`src/design/nprf_pkg.sv`:
```
// ============================================================================
// Newton root finder package
// Shared number format, saturating helpers, codes and sequencer states.
// ============================================================================
package nprf_pkg;

    localparam int FRAC_BITS = 32;
    localparam int WORD_W    = 64;
    localparam int WIDE_W    = 2 * WORD_W;
    localparam int HALF_W    = WORD_W / 2;
    localparam int GUESS_W   = 39;
    localparam int STEP_W    = 4;
    localparam int TOL_W     = 32;
    localparam int CFG_IDX_W = 2;
    localparam int DIV_STEPS = WIDE_W;
    localparam int DIV_CNT_W = $clog2(DIV_STEPS + 1);

    typedef logic signed [WORD_W-1:0] word_t;
    typedef logic [WORD_W-1:0]        umag_t;
    typedef logic [WIDE_W-1:0]        wide_t;

    typedef struct packed {
        logic  sat;
        word_t value;
    } fx_res_t;

    localparam word_t ONE = word_t'(64'd1 << FRAC_BITS);
    localparam word_t C43 = word_t'(((64'd8 << FRAC_BITS) + 64'd3) / 64'd6);

    typedef enum logic [1:0] {
        ST_CONVERGED  = 2'd0,
        ST_STEP_LIMIT = 2'd1,
        ST_ZERO_DERIV = 2'd2,
        ST_OVERFLOW   = 2'd3
    } status_t;

    localparam logic [CFG_IDX_W-1:0] CFG_FUNC_SEL  = 2'd0;
    localparam logic [CFG_IDX_W-1:0] CFG_MAX_STEPS = 2'd1;
    localparam logic [CFG_IDX_W-1:0] CFG_TOLERANCE = 2'd2;

    typedef enum logic [3:0] {
        S_IDLE,
        S_Q_SUB,
        S_X2,
        S_X4,
        S_X5,
        S_F_SUB1,
        S_F_SUB2,
        S_FMUL,
        S_CHECK,
        S_D_ADD,
        S_D_SUB,
        S_D_CHECK,
        S_DIV,
        S_UPD,
        S_OUT
    } state_t;

    function automatic umag_t mag_of(input word_t v);
        umag_t u;
        u = umag_t'(v);
        return u[WORD_W-1] ? (~u + umag_t'(1)) : u;
    endfunction

    function automatic fx_res_t sat_pack(input logic neg, input wide_t m);
        wide_t   lim;
        wide_t   mm;
        fx_res_t r;
        lim = wide_t'(1) << (WORD_W - 1);
        if (!neg) begin
            lim = lim - wide_t'(1);
        end
        r.sat = (m > lim);
        mm = r.sat ? lim : m;
        r.value = neg ? word_t'(-mm[WORD_W-1:0]) : word_t'(mm[WORD_W-1:0]);
        return r;
    endfunction

    function automatic fx_res_t fx_addsub(input word_t a, input word_t b, input logic sub);
        logic  na;
        logic  nb;
        umag_t ma;
        umag_t mb;
        wide_t s;
        logic  neg;
        na = a[WORD_W-1];
        nb = b[WORD_W-1] ^ sub;
        ma = mag_of(a);
        mb = mag_of(b);
        if (na == nb) begin
            s   = wide_t'(ma) + wide_t'(mb);
            neg = na;
        end else if (ma >= mb) begin
            s   = wide_t'(ma - mb);
            neg = na;
        end else begin
            s   = wide_t'(mb - ma);
            neg = nb;
        end
        return sat_pack(neg, s);
    endfunction

endpackage

```
`src/design/nprf_div.sv`:
```
// ============================================================================
// Newton root finder divider
// Bit-serial restoring division of a fixed-point numerator by a nonzero
// denominator, one quotient bit per cycle, rounded and saturated at the end.
// ============================================================================
module nprf_div (
    input  logic             clk,
    input  logic             rst_n,
    input  logic             start,
    input  nprf_pkg::word_t  n,
    input  nprf_pkg::word_t  d,
    output logic             done,
    output nprf_pkg::fx_res_t result
);
    import nprf_pkg::*;

    wide_t                dvd_reg, dvd_next;
    umag_t                rem_reg, rem_next;
    umag_t                dm_reg, dm_next;
    logic                 neg_reg, neg_next;
    logic [DIV_CNT_W-1:0] cnt_reg, cnt_next;
    logic                 busy_reg, busy_next;
    logic                 done_reg, done_next;
    fx_res_t              res_reg, res_next;
    logic [WORD_W:0]      rem_sh;
    logic                 ge;
    logic                 rnd;

    always_comb
    begin
        rem_sh = {rem_reg, dvd_reg[WIDE_W-1]};
        ge     = (rem_sh >= {1'b0, dm_reg});
        rnd    = (rem_reg >= (dm_reg - rem_reg));
    end

    always_comb
    begin
        dvd_next  = dvd_reg;
        rem_next  = rem_reg;
        dm_next   = dm_reg;
        neg_next  = neg_reg;
        cnt_next  = cnt_reg;
        busy_next = busy_reg;
        done_next = 1'b0;
        res_next  = res_reg;
        if (start) begin
            dvd_next  = wide_t'(mag_of(n)) << FRAC_BITS;
            rem_next  = '0;
            dm_next   = mag_of(d);
            neg_next  = n[WORD_W-1] ^ d[WORD_W-1];
            cnt_next  = '0;
            busy_next = 1'b1;
        end else if (busy_reg) begin
            if (cnt_reg == DIV_CNT_W'(DIV_STEPS)) begin
                res_next  = sat_pack(neg_reg, dvd_reg + wide_t'(rnd));
                done_next = 1'b1;
                busy_next = 1'b0;
            end else begin
                rem_next = ge ? umag_t'(rem_sh - {1'b0, dm_reg}) : rem_sh[WORD_W-1:0];
                dvd_next = {dvd_reg[WIDE_W-2:0], ge};
                cnt_next = cnt_reg + DIV_CNT_W'(1);
            end
        end
    end

    always_ff @(posedge clk or negedge rst_n)
    begin
        if (!rst_n) begin
            busy_reg <= 1'b0;
            done_reg <= 1'b0;
            cnt_reg  <= '0;
        end else begin
            busy_reg <= busy_next;
            done_reg <= done_next;
            cnt_reg  <= cnt_next;
        end
    end

    always_ff @(posedge clk)
    begin
        dvd_reg <= dvd_next;
        rem_reg <= rem_next;
        dm_reg  <= dm_next;
        neg_reg <= neg_next;
        res_reg <= res_next;
    end

    assign done   = done_reg;
    assign result = res_reg;

endmodule

```
`config.mk`:
```
export PLATFORM = sky130hd
export DESIGN_NAME = nprf_div
export DESIGN_NICKNAME = d
export VERILOG_FILES = /design/src/design/nprf_pkg.sv /design/src/design/nprf_div.sv
export SDC_FILE = /design/constraint.sdc
export NUM_CORES = 1
export LEC_CHECK = 0
export BUFFER_PORTS_ARGS = -buffer_cell sky130_fd_sc_hd__buf_2
export CAP_MARGIN = 20
export CORE_MARGIN = 1
export CORE_UTILIZATION = 45
export CTS_CLUSTER_DIAMETER = 60
export DETAILED_ROUTE_END_ITERATION = 8
export GPL_TIMING_DRIVEN = 0
export PLACE_DENSITY = 0.61
export SLEW_MARGIN = 20
export SYNTH_ARGS = -nofsm -noshare
export SYNTH_HDL_FRONTEND = slang
export SYNTH_SLANG_ARGS = --single-unit
```
`constraint.sdc`:
```
create_clock -name clk -period 18.7 [get_ports clk]
set_input_delay 3.74 -clock clk [delete_from_list [all_inputs] [get_ports clk]]
set_output_delay 3.74 -clock clk [all_outputs]
set_load 0.02 [all_outputs]
```
Word level (Yosys, flattened, before mapping):

Cells that the tools add are included.

* memory bits (writable): 0
* input port bits: 131
* word-level logic and storage cells: 53
* latch bits: 0
* ROM bits: 0
* output and inout port bits: 66
* memories: 0
* register bits: 332

* div/mod/pow operators: 0
* multiplexer cells: 21
* multiply operators: 0
* reduce and logical (&&, ||, !) cells: 4
* bitwise operators: 5
* add/subtract/negate cells: 7
* shift-type cells: 0
* order comparisons: 3
* eq/ne operators: 2

Operators with widths (count)
* $mux W128: 3
* $mux W64: 5
* $mux W96: 3
* $add A128 B1 Y128: 1
* $add A64 B1 Y64 const B: 2
* $gt A128 B128 Y1: 1
* $not A64 Y64: 2
* $sub A64 B64 Y64: 2
* $ge A65 B64 Y1: 1
* $ge A64 B64 Y1: 1
* $neg A64 Y64: 1
* $mux W63: 1
* $mux W8: 3
* $add A8 B1 Y8 const B: 1
* $eq A8 B8 Y1 const B: 1
* $mux W1: 6
* $reduce_and A2 Y1: 2
* $reduce_and A3 Y1: 1
* $ne A2 B2 Y1 const B: 1
* $not A1 Y1: 2
* $reduce_bool A2 Y1: 1
* $xor A1 B1 Y1: 1

Logic depth before layout (Yosys ltp):

* depth after elaboration: 8
* depth in mapped cells: 61
* depth with buffers taken out: 56

Worst setup path after synthesis:

Ideal clock, no wire load.

* path type: flip-flop to flip-flop
* start point: reg dm_reg[0]
* end point: reg res_reg (netlist bit result[60]) (data pin)
* clock period less this slack: 11328 ps
* slack: 7372 ps
* setup time: 270 ps
* data required time: 18430 ps
* cell stages (with the launch flop): 54
* path buffers: 4
* data arrival time: 11057 ps
* cells stage by stage: edfxtp_1 inv_1 ha_1 inv_1 fa_1 a21oi_1 o211ai_1 a31oi_1 o211ai_1 a31oi_1 o21ai_0 a211o_1 a221o_1 a41o_1 o31a_1 a31oi_1 o21ai_0 xnor2_1 (+18 left out) o21ai_0 a21oi_1 nand3_1 nor3_4 inv_1 clkbuf_1 clkbuf_1 buf_1 nand2_1 o21ai_0 ha_1 clkbuf_1 inv_1 nor3_1 nand4_1 a2111oi_0 mux2i_1 a21oi_1

* longest elaborated chain between the ends: 7

RTL lines
* start: declaration: RTL line nprf_div.sv:19 `umag_t dm_reg, dm_next;`
* start signal: assignment: RTL line nprf_div.sv:83 `dm_reg <= dm_next;`
* $sub A64 B64 Y64 *: RTL line nprf_div.sv:33 `rnd = (rem_reg >= (dm_reg - rem_reg));`
* $ge A64 B64 Y1 *: RTL line nprf_div.sv:33
* $add A128 B1 Y128 *: RTL line nprf_div.sv:55 `res_next = sat_pack(neg_reg, dvd_reg + wide_t'(rnd));`
* $gt A128 B128 Y1: RTL line nprf_pkg.sv:73 `r.sat = (m > lim);`
* $mux W64 *: RTL line nprf_pkg.sv:74 `mm = r.sat ? lim : m;`
* $neg A64 Y64: RTL line nprf_pkg.sv:75 `r.value = neg ? word_t'(-mm[WORD_W-1:0]) : word_t'(mm[WORD_W-1:0]);`
* $mux W64 *: RTL line nprf_pkg.sv:75
* end signal: assignment: RTL line nprf_div.sv:85 `res_reg <= res_next;`
* end: declaration: RTL line nprf_div.sv:24 `fx_res_t res_reg, res_next;`

Mark *: on every way between the ends. The rest lies on a longest branch, timed or not.
A chain may end at the register's enable or synchronous reset.

Worst setup path in the final report:

Same ends and word-level chain as after synthesis.

==> results.rst <==
.. list-table::
   :header-rows: 1

   * - Metric
     - Value
   * - Outcome
     - complete, no violations
   * - Number of global-route vias before repair
     - just under 30000
   * - Fraction of layout instances using a drive strength above 1
     - 8.224%
   * - First-pass iteration count of the detailed router
     - 8
   * - Effective utilization at floorplan
     - 45.62%
   * - Std cell rows
     - 95
   * - Synth area leader
     - edfxtp_1
   * - HP Class
     - reg -> reg
   * - Number of library cell types mapped by synthesis
     - 83
   * - Vias per inst
     - 6.063
   * - Clock-pin slew on the worst setup and hold paths
     - 0.06 ns
   * - Cells taking the most area after synthesis
     - edfxtp_1, ha_1, dfxtp_1
   * - Post-detail-place hpwl
     - 92160 um
   * - Max Root-Sink Buffers
     - 3
   * - Clock Skew
     - 0.03300 ns
   * - Total negative setup slack
     - 0 ns
   * - Most common flop cell mapped by yosys
     - edfxtp_1
   * - Slowest stage cell on the critical path
     - nand4_1
   * - Worst ir drop on vdd
     - between 0.00005 and 0.00006 V
   * - Cts bufs inserted
     - 47
   * - Total of max-cap violations
     - 0
   * - Maximum frequency from static timing analysis
     - between 0.05 and 0.06 GHz
   * - Area occupied by multi-input gates
     - 20480 um^2
   * - Global-route congestion overflow total
     - 0
   * - Count leader, synth
     - nand2_1
   * - Cell type with the highest occurrence count on the critical path
     - nand4_1
   * - Synthesized net count
     - roughly 4300
   * - Warnings, synthesis
     - 0
   * - Number of flip-flops in the largest register
     - 128
   * - Area fraction of the dominant cell type after synthesis
     - a little under a fifth
   * - CTS tree
     - yes
   * - Share of the clock period used by the worst path after layout
     - 93.58%
   * - Power density over the cells
     - about 66 nW/um^2
   * - Max Slew Vio Count
     - 0
   * - CTS Root Cell
     - clkbuf_16
   * - Sequential fraction of the synthesis area
     - 28.14%
   * - Post-synthesis register bit count
     - 332
   * - Share of flip-flops with an asynchronous set or reset
     - 3.012%
   * - Hold-fix buffers at CTS
     - 0
   * - Pleak
     - approximately 0.014 uW
   * - Initial drt markers
     - 2526
   * - Worst slew margin relative to its limit
     - 23.94%
   * - CP Capture Type
     - register
   * - Number of DRC violations after detailed routing
     - 0
   * - Die boundary width
     - 263.2 um
   * - Number of inserted filler cells in the final layout
     - 6672
   * - Total Nets Final
     - around 4600
   * - Area grow syn2layout
     - 12.22%
   * - Number of nets with antenna violations after routing
     - 0
   * - H-tree depth
     - 2
   * - Initial antenna violation count
     - 8
   * - Post-cts repair resize count
     - 0
   * - Top fanout value on the critical path
     - 10
   * - Insertion delay to the later sink of the worst-skew pair
     - around 0.61 ns
   * - Via count
     - ~30000
   * - I/O pin cnt
     - slightly below 200
   * - Average wire length per cell after detail routing
     - 22.59 um
   * - Worst-margin pin slew
     - about 1.1 ns
   * - Overall Global Routing Usage
     - 32.42%
   * - Fin crit period
     - between 15 and 20 ns
   * - Count of input and output buffers
     - 194
   * - Number of sinks driven by the clock tree
     - about 330
   * - Synthesized area per cell
     - 7.838 um^2
   * - Final RePlAce weighted congestion
     - 1.032
   * - Pin count of the biggest net entering global routing
     - 67
   * - Die span in y
     - 263.2 um
   * - Critical path data arrival time
     - 17.81 ns
   * - Number of failing hold endpoints at the final stage
     - 0
   * - Critical path's largest stage delay
     - a little under 0.8 ns
   * - Top cells by count, synth
     - nand2_1, a21oi_1, ha_1
   * - Data required time of the critical path
     - 19.01 ns
   * - Core Footprint
     - between 60000 and 70000 um^2
   * - Global-route wire length before repair
     - between 150000 and 200000 um
   * - Unrepaired setup endpoints after global routing
     - no
   * - Storage element area
     - 8638 um^2
   * - Kind of start point of the critical path
     - register
   * - Min setup slack post-route
     - 1.200 ns
   * - Total routed wirelength
     - 114900 um
   * - Number of post-CTS setup repair buffers
     - 0
   * - Pre-CTS worst setup slack
     - 1.642 ns
   * - Die Area
     - 69260 um^2
   * - Gate count after technology mapping
     - 3916
   * - Total standard cell area after synthesis
     - 30690 um^2
   * - Type of the worst setup path
     - reg -> reg
   * - Post-synth EDFFs
     - 194
   * - Final setup fails
     - 0
## path summary, 6_finish.rpt
| path | start | depth (start not counted) | to | slack [ns] |
|---|---|---|---|---|
| min in group asynchronous | rst_n | 1 | cnt_reg[0] | 2.99 |
| max in group asynchronous | rst_n | 1 | cnt_reg[5] | 15.48 |
| setup reg to reg | dm_reg[0] | 49 | result[60] | 1.20 |
| hold reg to reg | dvd_reg[119] | 2 | dvd_reg[120] | 0.50 |
| hold / removal | dvd_reg[119] | 2 | dvd_reg[120] | 0.50 |
| setup / recovery | dm_reg[0] | 49 | result[60] | 1.20 |
## metrics by stage
step	power [uW]	instances	util, %	area [um^2]	hold WS [ns]
detailed placement	1395	4996	48.93	32920	0.4862
global route	2375	5082	51.19	34440	0.5268
CTS	2280	5080	51.18	34430	0.5022
floorplan	1220	3916	-	30690	0.4460
global placement	1391	4983	48.69	32760	0.4772
finish	2274	5084	51.20	34450	0.4988
## routing by layer
| metal | share of wire (%) | up-vias | wire length (um) | global-route usage (%) |
|---|---|---|---|---|
| li1 | - | 14880 | - | - |
| met1 | 42 | 14510 | 48080 | 40.85 |
| met2 | 47 | 1186 | 53480 | 54.47 |
| met3 | 6.6 | 250 | 7618 | 4.527 |
| met4 | 4.9 | 4 | 5655 | 15.54 |
| met5 | 0.021 | - | 24 | 0 |
## where the power goes
group	switching [uW]	internal [uW]	leakage, uW
Clock	362	521	0.000736
Sequential	43.3	818	0.00308
Combinational	330	200	0.00976
Total	735	1540	0.0136
## cell usage in the layout, fill, tap and decap left out, types with 36 or more instances in the layout
cell | synthesis | layout
clkbuf_16 | 0 | 48
and3_1 | 36 | 36
xor2_1 | 112 | 112
buf_2 | 3 | 198
or3_1 | 53 | 53
nor4_1 | 79 | 77
edfxtp_1 | 194 | 194
clkbuf_1 | 177 | 181
nand3_1 | 117 | 117
o31ai_1 | 53 | 53
o21ai_0 | 243 | 243
xnor2_1 | 236 | 236
nand2b_1 | 41 | 41
a21oi_1 | 350 | 350
nor3_1 | 109 | 109
or4_1 | 38 | 38
inv_1 | 238 | 238
a21o_1 | 83 | 83
dfxtp_1 | 128 | 128
nand4_1 | 149 | 149
a211oi_1 | 38 | 38
nand2_1 | 493 | 493
ha_1 | 262 | 262
nor2_1 | 240 | 240
## cell type report
cell class / count / area share [%]
antenna: 4 / 0.02906
tap: 873 / 3.171
timing repair buffer: 207 / 3.218
inverter: 240 / 2.615
clock inverter: 24 / 0.6320
buffer: 185 / 2.041
clock buffer: 60 / 3.767
sequential: 332 / 25.08
multi-input combinational: 3159 / 59.45
## critical path, delay by kind of cell, from the launching register on
kind	cells	cell delay, ns
compound gates	17	5.68
xor+xnor	2	0.85
fa+ha+maj	6	1.54
buf+inv	8	2.25
flops	1	0.45
mux	1	0.25
simple gates	15	6.16
## logic make-up after synthesis
kind of cell	Yosys count	share of synthesized area, %
DFF	332	28.14
adders and majority gates	264	10.81
xor gates and xnor gates	348	9.930
and+or+nand+nor	1497	24.41
muxes	36	1.203
AOI/OAI and AO/OA	1014	20.30
buffers and inverters	425	5.210
No activity file was read; power rests on OpenSTA's default activity.
