==> src/design/nprf_pkg.sv <==
// ============================================================================
// Newton root finder package
// Shared number format, saturating helpers, codes and sequencer states.
// ============================================================================
package nprf_pkg;

    localparam int FRAC_BITS = 32;
    localparam int WORD_W    = 64;
    localparam int WIDE_W    = 2 * WORD_W;
    localparam int HALF_W    = WORD_W / 2;
    localparam int GUESS_W   = 39;
    localparam int STEP_W    = 4;
    localparam int TOL_W     = 32;
    localparam int CFG_IDX_W = 2;
    localparam int DIV_STEPS = WIDE_W;
    localparam int DIV_CNT_W = $clog2(DIV_STEPS + 1);

    typedef logic signed [WORD_W-1:0] word_t;
    typedef logic [WORD_W-1:0]        umag_t;
    typedef logic [WIDE_W-1:0]        wide_t;

    typedef struct packed {
        logic  sat;
        word_t value;
    } fx_res_t;

    localparam word_t ONE = word_t'(64'd1 << FRAC_BITS);
    localparam word_t C43 = word_t'(((64'd8 << FRAC_BITS) + 64'd3) / 64'd6);

    typedef enum logic [1:0] {
        ST_CONVERGED  = 2'd0,
        ST_STEP_LIMIT = 2'd1,
        ST_ZERO_DERIV = 2'd2,
        ST_OVERFLOW   = 2'd3
    } status_t;

    localparam logic [CFG_IDX_W-1:0] CFG_FUNC_SEL  = 2'd0;
    localparam logic [CFG_IDX_W-1:0] CFG_MAX_STEPS = 2'd1;
    localparam logic [CFG_IDX_W-1:0] CFG_TOLERANCE = 2'd2;

    typedef enum logic [3:0] {
        S_IDLE,
        S_Q_SUB,
        S_X2,
        S_X4,
        S_X5,
        S_F_SUB1,
        S_F_SUB2,
        S_FMUL,
        S_CHECK,
        S_D_ADD,
        S_D_SUB,
        S_D_CHECK,
        S_DIV,
        S_UPD,
        S_OUT
    } state_t;

    function automatic umag_t mag_of(input word_t v);
        umag_t u;
        u = umag_t'(v);
        return u[WORD_W-1] ? (~u + umag_t'(1)) : u;
    endfunction

    function automatic fx_res_t sat_pack(input logic neg, input wide_t m);
        wide_t   lim;
        wide_t   mm;
        fx_res_t r;
        lim = wide_t'(1) << (WORD_W - 1);
        if (!neg) begin
            lim = lim - wide_t'(1);
        end
        r.sat = (m > lim);
        mm = r.sat ? lim : m;
        r.value = neg ? word_t'(-mm[WORD_W-1:0]) : word_t'(mm[WORD_W-1:0]);
        return r;
    endfunction

    function automatic fx_res_t fx_addsub(input word_t a, input word_t b, input logic sub);
        logic  na;
        logic  nb;
        umag_t ma;
        umag_t mb;
        wide_t s;
        logic  neg;
        na = a[WORD_W-1];
        nb = b[WORD_W-1] ^ sub;
        ma = mag_of(a);
        mb = mag_of(b);
        if (na == nb) begin
            s   = wide_t'(ma) + wide_t'(mb);
            neg = na;
        end else if (ma >= mb) begin
            s   = wide_t'(ma - mb);
            neg = na;
        end else begin
            s   = wide_t'(mb - ma);
            neg = nb;
        end
        return sat_pack(neg, s);
    endfunction

endpackage

==> src/design/nprf_mul.sv <==
// ============================================================================
// Newton root finder multiplier
// Multi-cycle signed fixed-point multiply from four 32x32 partial products,
// rounded to nearest with ties away from zero and saturated.
// ============================================================================
module nprf_mul (
    input  logic             clk,
    input  logic             rst_n,
    input  logic             start,
    input  nprf_pkg::word_t  a,
    input  nprf_pkg::word_t  b,
    output logic             done,
    output nprf_pkg::fx_res_t result
);
    import nprf_pkg::*;

    umag_t              ma_reg, ma_next;
    umag_t              mb_reg, mb_next;
    logic               neg_reg, neg_next;
    logic [2:0]         cnt_reg, cnt_next;
    logic               busy_reg, busy_next;
    logic [WORD_W-1:0]  pp_reg, pp_next;
    logic [1:0]         pp_idx_reg, pp_idx_next;
    wide_t              acc_reg, acc_next;
    logic               done_reg, done_next;
    fx_res_t            res_reg, res_next;
    logic [HALF_W-1:0]  op_a, op_b;
    wide_t              pp_shifted;
    wide_t              rounded;

    always_comb
    begin
        op_a = cnt_reg[1] ? ma_reg[WORD_W-1:HALF_W] : ma_reg[HALF_W-1:0];
        op_b = cnt_reg[0] ? mb_reg[WORD_W-1:HALF_W] : mb_reg[HALF_W-1:0];
        case (pp_idx_reg)
            2'd0:    pp_shifted = wide_t'(pp_reg);
            2'd3:    pp_shifted = wide_t'(pp_reg) << WORD_W;
            default: pp_shifted = wide_t'(pp_reg) << HALF_W;
        endcase
        rounded = acc_reg + (wide_t'(1) << (FRAC_BITS - 1));
    end

    always_comb
    begin
        ma_next     = ma_reg;
        mb_next     = mb_reg;
        neg_next    = neg_reg;
        cnt_next    = cnt_reg;
        busy_next   = busy_reg;
        pp_next     = pp_reg;
        pp_idx_next = pp_idx_reg;
        acc_next    = acc_reg;
        done_next   = 1'b0;
        res_next    = res_reg;
        if (start) begin
            ma_next   = mag_of(a);
            mb_next   = mag_of(b);
            neg_next  = a[WORD_W-1] ^ b[WORD_W-1];
            acc_next  = '0;
            cnt_next  = 3'd0;
            busy_next = 1'b1;
        end else if (busy_reg) begin
            pp_next     = {{HALF_W{1'b0}}, op_a} * {{HALF_W{1'b0}}, op_b};
            pp_idx_next = cnt_reg[1:0];
            if (cnt_reg != 3'd0 && cnt_reg != 3'd5) begin
                acc_next = acc_reg + pp_shifted;
            end
            if (cnt_reg == 3'd5) begin
                res_next  = sat_pack(neg_reg, rounded >> FRAC_BITS);
                done_next = 1'b1;
                busy_next = 1'b0;
            end else begin
                cnt_next = cnt_reg + 3'd1;
            end
        end
    end

    always_ff @(posedge clk or negedge rst_n)
    begin
        if (!rst_n) begin
            busy_reg <= 1'b0;
            done_reg <= 1'b0;
            cnt_reg  <= 3'd0;
        end else begin
            busy_reg <= busy_next;
            done_reg <= done_next;
            cnt_reg  <= cnt_next;
        end
    end

    always_ff @(posedge clk)
    begin
        ma_reg     <= ma_next;
        mb_reg     <= mb_next;
        neg_reg    <= neg_next;
        pp_reg     <= pp_next;
        pp_idx_reg <= pp_idx_next;
        acc_reg    <= acc_next;
        res_reg    <= res_next;
    end

    assign done   = done_reg;
    assign result = res_reg;

endmodule

==> config.mk <==
export PLATFORM = sky130hd
export DESIGN_NAME = nprf_mul
export DESIGN_NICKNAME = d
export VERILOG_FILES = /design/src/design/nprf_pkg.sv /design/src/design/nprf_mul.sv
export SDC_FILE = /design/constraint.sdc
export NUM_CORES = 2
export LEC_CHECK = 0
export ABC_AREA = 1
export BUFFER_PORTS_ARGS = -buffer_cell sky130_fd_sc_hd__buf_4
export CAP_MARGIN = 20
export CELL_PAD_IN_SITES_DETAIL_PLACEMENT = 0
export CELL_PAD_IN_SITES_GLOBAL_PLACEMENT = 2
export CORE_MARGIN = 8
export CORE_UTILIZATION = 30
export CTS_BUF_LIST = sky130_fd_sc_hd__clkbuf_8
export DETAILED_ROUTE_END_ITERATION = 16
export GPL_ROUTABILITY_DRIVEN = 0
export PLACE_DENSITY_LB_ADDON = 0.1
export SLEW_MARGIN = 20
export SYNTH_ARGS = -nofsm -noshare
export SYNTH_HDL_FRONTEND = slang
export SYNTH_SLANG_ARGS = --single-unit
==> constraint.sdc <==
create_clock -name clk -period 10.7 [get_ports clk]
set_input_delay 2.14 -clock clk [delete_from_list [all_inputs] [get_ports clk]]
set_output_delay 2.14 -clock clk [all_outputs]
set_load 0.01 [all_outputs]
# Yosys cells after proc, flatten, opt, wreduce, memory -nomap -nowiden
# Cells that the tools add are included.
word_totals:
  ff_bits: 393
  input_bits: 131
  output_inout_bits: 66
  elab_cells: 57
classes:
  addsub: 6
  multipliers: 1
  magnitude_cmp: 1
  n_eq_ne: 4
  n_mux: 20
  bitwise_logic: 4
  n_reduce_logical: 8
ops:
  columns: ["cell", "count"]
  rows:
  - ["2-to-1 mux 128 bit", 3]
  - ["one-hot mux 128 bit (2 select lines)", 1]
  - ["2-to-1 mux 64 bit", 3]
  - ["adder 128 bit", 1]
  - ["adder 128 x 32 -> 128 bit (second input constant)", 1]
  - ["adder 64 x 1 -> 64 bit (second input constant)", 2]
  - ["greater-than comparator 96 x 128 -> 1 bit", 1]
  - ["inverter 64 bit", 2]
  - ["2-to-1 mux 63 bit", 2]
  - ["multiplier 32 x 32 -> 64 bit", 1]
  - ["2-to-1 mux 32 bit", 2]
  - ["negator 64 bit", 1]
  - ["2-to-1 mux 3 bit", 3]
  - ["2-to-1 mux 1 bit", 6]
  - ["AND reduction 2 bit", 3]
  - ["adder 3 x 1 -> 3 bit (second input constant)", 1]
  - ["== test 3 bit (second input constant)", 1]
  - ["!= test 3 bit (second input constant)", 1]
  - ["AND reduction 3 bit", 1]
  - ["nonzero test 3 bit", 1]
  - ["== test 2 bit (second input constant)", 1]
  - ["zero test 2 bit", 1]
  - ["!= test 2 bit (second input constant)", 1]
  - ["nonzero test 2 bit", 1]
  - ["3 further kinds", 3]

# Logic depth before layout (Yosys ltp)
logic_depth:
  word_depth: 8
  ltp_mapped: 39
  ltp_nobuf: 39

# Worst setup path after synthesis
# Ideal clock, no wire load.
synth_path:
  path_kind: "register -> register"
  from: "register cnt_reg[0]"
  to: "register pp_reg[56], data pin"
  setup_time_ns: 0.265
  arrival_time_ns: 8.064
  required_time_ns: 10.435
  setup_slack_ns: 2.371
  path_stages_with_launch: 35
  path_buffers: 4
  synth_period_minus_slack_ns: 8.329
  path_cell_list: "dfrtp_1 -> clkbuf_1 -> inv_1 -> clkbuf_1 -> or2_2 -> o21ai_0 -> clkbuf_1 -> clkbuf_1 -> nor2_1 -> fa_1 -> fa_1 -> fa_1 -> inv_1 -> fa_1 -> inv_1 -> fa_1 -> fa_1 -> fa_1 -> inv_1 -> fa_1 -> inv_1 -> ha_1 -> a21oi_1 -> o21ai_0 -> a21oi_1 -> o21ai_0 -> a21oi_1 -> inv_1 -> nand2_1 -> nand2_1 -> a21boi_0 -> o21ai_0 -> a21oi_1 -> o21ai_0 -> xor2_1"
synth_via:
  elab_chain_cells: 2
synth_rtl:
  columns: ["element", "line_no", "source"]
  rows:
  - ["from (decl)", "nprf_mul.sv:20", "logic [2:0] cnt_reg, cnt_next;"]
  - ["from (signal assigned)", "nprf_mul.sv:87", "cnt_reg <= cnt_next;"]
  - ["2-to-1 mux 32 bit", "nprf_mul.sv:34", "op_b = cnt_reg[0] ? mb_reg[WORD_W-1:HALF_W] : mb_reg[HALF_W-1:0];"]
  - ["multiplier 32 x 32 -> 64 bit", "nprf_mul.sv:63", "pp_next = {{HALF_W{1'b0}}, op_a} * {{HALF_W{1'b0}}, op_b};"]
  - ["to (signal assigned)", "nprf_mul.sv:96", "pp_reg <= pp_next;"]
  - ["to (decl)", "nprf_mul.sv:22", "logic [WORD_W-1:0] pp_reg, pp_next;"]
# No other way between the ends.
# A chain may end at the register's enable or synchronous reset.

# Worst setup path in the final report
layout_path:
  from: "register cnt_reg[1]"
  to: "register pp_reg[56], data pin"
layout_via:
  elab_chain_cells: 2
layout_rtl:
  columns: ["element", "line_no", "source"]
  rows:
  - ["2-to-1 mux 32 bit", "nprf_mul.sv:33", "op_a = cnt_reg[1] ? ma_reg[WORD_W-1:HALF_W] : ma_reg[HALF_W-1:0];"]
  - ["multiplier 32 x 32 -> 64 bit", "nprf_mul.sv:63", null]
# No other way between the ends.

==> summary.txt <==
Critical path
  • Critical path required time: 11.28 ns
  • CP max FO: 23
  • Worst R2R Setup Slack: 0.88 ns
  • CP arrival: 10.41 ns
  • Startpoint types: flop
  • FF-to-FF End: pp_reg[56]$_DFFE_PP_
  • Cell mode on critical path: inv_1
  • Critical path endpoint category: flop
  • Slowest library cell on the worst path: fa_1
  • CP Class: reg2reg
  • Slowest Stage Delay on Critical Path: 0.64 ns
  • R2R depth: 31
  • Reg-to-reg startpoint: cnt_reg[1]$_DFFE_PN0P_

STA
  • Worst Slack Setup Final: 0.875 ns
  • Final Hold Vio Count: 0
  • Min cycle time layout: 9.82 ns
  • Max Clk Rate: 0.102 GHz
  • Setup violators final: 0
  • RSZ-0062 raised after global routing: no
  • Setup TNS: 0 ns
  • Fin crit share: 0.918
  • Worst slew margin: 0.217
  • Max-slew violations: 0
  • Worst Clk Skew: 0.116 ns
  • Slew @ Worst Pin: 1.18 ns

Synthesis
  • Post-synth top flop: edfxtp_1
  • Synth Instances: 9,445
  • Main area contributors after synthesis: fa_1 (26%), edfxtp_1 (11%), inv_1 (11%), nor2_1 (9.1%), nand2_1 (9.0%)
  • Cell with the most instances after synthesis: inv_1
  • Post-synthesis cell type count: 57
  • Synth Warn #: 0
  • Syn Nets: 10,936
  • EDFF count, synth: 260
  • Synth top area share: 0.263
  • Commonest cells in the synthesized netlist: inv_1 (1,967), nor2_1 (1,648), nand2_1 (1,630)
  • Sequential fraction of the synthesis area: 0.154
  • Netlist area before placement: 0.0682 mm2
  • Leading area contributor after synthesis: fa_1
  • Post-synthesis area per instance: 7.22 um2
  • Synthesized flop and latch total: 393
  • Fraction of registers with async set/reset: 0.0127

Global route
  • First-pass GRT wire length: 459,000 um
  • Largest net degree at the start of global routing: 133
  • Total track usage: 0.259
  • Initial antenna violation count: 7
  • Vias in the first global route: 64,640
  • Congestion Overflow GR: 0

Placed design
  • HPWL Detailed: 270,000 um
  • Setup WS pre-CTS: 0.794 ns
  • PortBufs: 196

Finish
  • Layout cell share with drive strength beyond 1: 0.0659
  • Layout area overhead: 10.5%
  • Nets: 11,092
  • Max FFs per register: 128
  • Util after Layout: 0.333

Clocking
  • Clk_lat worst skew: 0.88 ns
  • TritonCTS clock tree: built
  • Hold_buf cts: 0
  • Clock transition at path regs: 0.06 ns
  • Setup bufs post-CTS: 0
  • CTS Buffer Depth: 3
  • Clock sink count: 393
  • Root Driver: clkbuf_8
  • CTS H-tree depth: 3
  • TritonCTS Buffers: 81
  • CTS resizes: 0

Hold path
  • Worst Hold Path EP: acc_reg[2]$_SDFFE_PP0P_
  • Hold crit path type: reg2reg
  • Critical hold path startpoint: acc_reg[2]$_SDFFE_PP0P_
  • Hold path cells: 2

Die
  • Starting Density: 0.301
  • Area of the core: 0.227 mm2
  • Die Y-Extent: 493 um
  • Site Rows: 175
  • Die area: 0.243 mm2
  • Die width: 493 um
  • Top Ports: 197

Routing
  • TritonRoute pass-1 iters: 6
  • Final ANT Viol Nets: 0
  • Final WL: 321,000 um
  • Avg WL per Cell: 25.3 um
  • Vias per std cell: 4.93
  • DR vias: 62,462
  • Initial DRC Count: 5,080
  • DRC viols: 0

Job
  • Max-cap violations: 0

Outcome
  • Status: complete, no violations
critical path, delay by kind of cell, from the launching register on:
kind / cells / cell delay (ns)
XOR/XNOR: 1 / 0.16
AO/OA/AOI/OAI: 8 / 2.06
buffers and inverters: 10 / 1.77
flip-flops: 1 / 0.40
AND/OR/NAND/NOR: 3 / 0.37
adder cells (fa/ha/maj): 9 / 4.84
final cells by class:
cell class,instances,area [um2]
fillers,24988,151000
multi-input cells,6773,49400
flip-flops and latches,393,10500
inverters,2012,7550
well taps,3009,3760
repair buffers,340,2640
clock buffers,82,1130
clock inverters,62,404
diodes,6,15.0
metal layers:
| metal | vias up | share of wire | GRT usage |
|---|---|---|---|
| met5 | - | 0 | 0 |
| met4 | 0 | 0.044 | 0.0957 |
| met3 | 391 | 0.048 | 0.0310 |
| met2 | 1799 | 0.47 | 0.442 |
| met1 | 30873 | 0.43 | 0.335 |
| li1 | 29399 | - | - |
how the worst max path moves through the flow:
stage                           start                    to  slack [ns]  cells after the start
2_1_floorplan  cnt_reg[0]$_DFFE_PN0P_  pp_reg[56]$_DFFE_PP_        2.37                     34
3_3_place_gp   cnt_reg[1]$_DFFE_PN0P_  pp_reg[56]$_DFFE_PP_        0.68                     31
3_5_place_dp   cnt_reg[1]$_DFFE_PN0P_  pp_reg[56]$_DFFE_PP_        0.79                     31
4_1_cts        cnt_reg[1]$_DFFE_PN0P_  pp_reg[56]$_DFFE_PP_        0.85                     31
5_1_grt        cnt_reg[1]$_DFFE_PN0P_  pp_reg[60]$_DFFE_PP_        0.59                     32
6_report       cnt_reg[1]$_DFFE_PN0P_  pp_reg[56]$_DFFE_PP_        0.88                     31
per-stage QoR:
stage	std cells	hold WS [ns]	instance area, um2
6_report	12677	0.518	75400
5_1_grt	12675	0.534	75400
4_1_cts	12671	0.517	75300
3_5_place_dp	12527	0.501	73800
3_3_place_gp	12526	0.486	73800
2_1_floorplan	9445	0.459	68200
logic make-up (layout without fill, tap and decap cells):
| kind of cell | after synthesis | count (layout) | synth area share |
|---|---|---|---|
| AND/OR/NAND/NOR | 3868 | 3868 | 0.230 |
| buffers and inverters | 2279 | 2496 | 0.126 |
| other | 0 | 6 | 0 |
| multiplexers | 1 | 1 | 0.000165 |
| AO/OA/AOI/OAI | 1193 | 1193 | 0.0964 |
| flip-flops | 393 | 393 | 0.154 |
| XOR/XNOR | 351 | 351 | 0.0451 |
| adder cells (fa/ha/maj) | 1360 | 1360 | 0.348 |
layout by cell type (no fill, tap or decap), types with 60 or more instances in the layout:
| cell | instances |
|---|---|
| nor3_1 | 78 |
| nand3_1 | 277 |
| edfxtp_1 | 260 |
| a21oi_1 | 477 |
| dfxtp_1 | 128 |
| fa_1 | 897 |
| o21ai_0 | 338 |
| buf_4 | 333 |
| ha_1 | 463 |
| xnor2_1 | 123 |
| clkbuf_8 | 82 |
| o22ai_1 | 64 |
| nand4_1 | 60 |
| nand2_1 | 1629 |
| inv_1 | 1988 |
| or2_2 | 73 |
| nor2_1 | 1646 |
| xor2_1 | 228 |
| a31oi_1 | 91 |
Power is not shown: default switching activity piles up to over one toggle a cycle in this logic, so the estimate is an artifact.
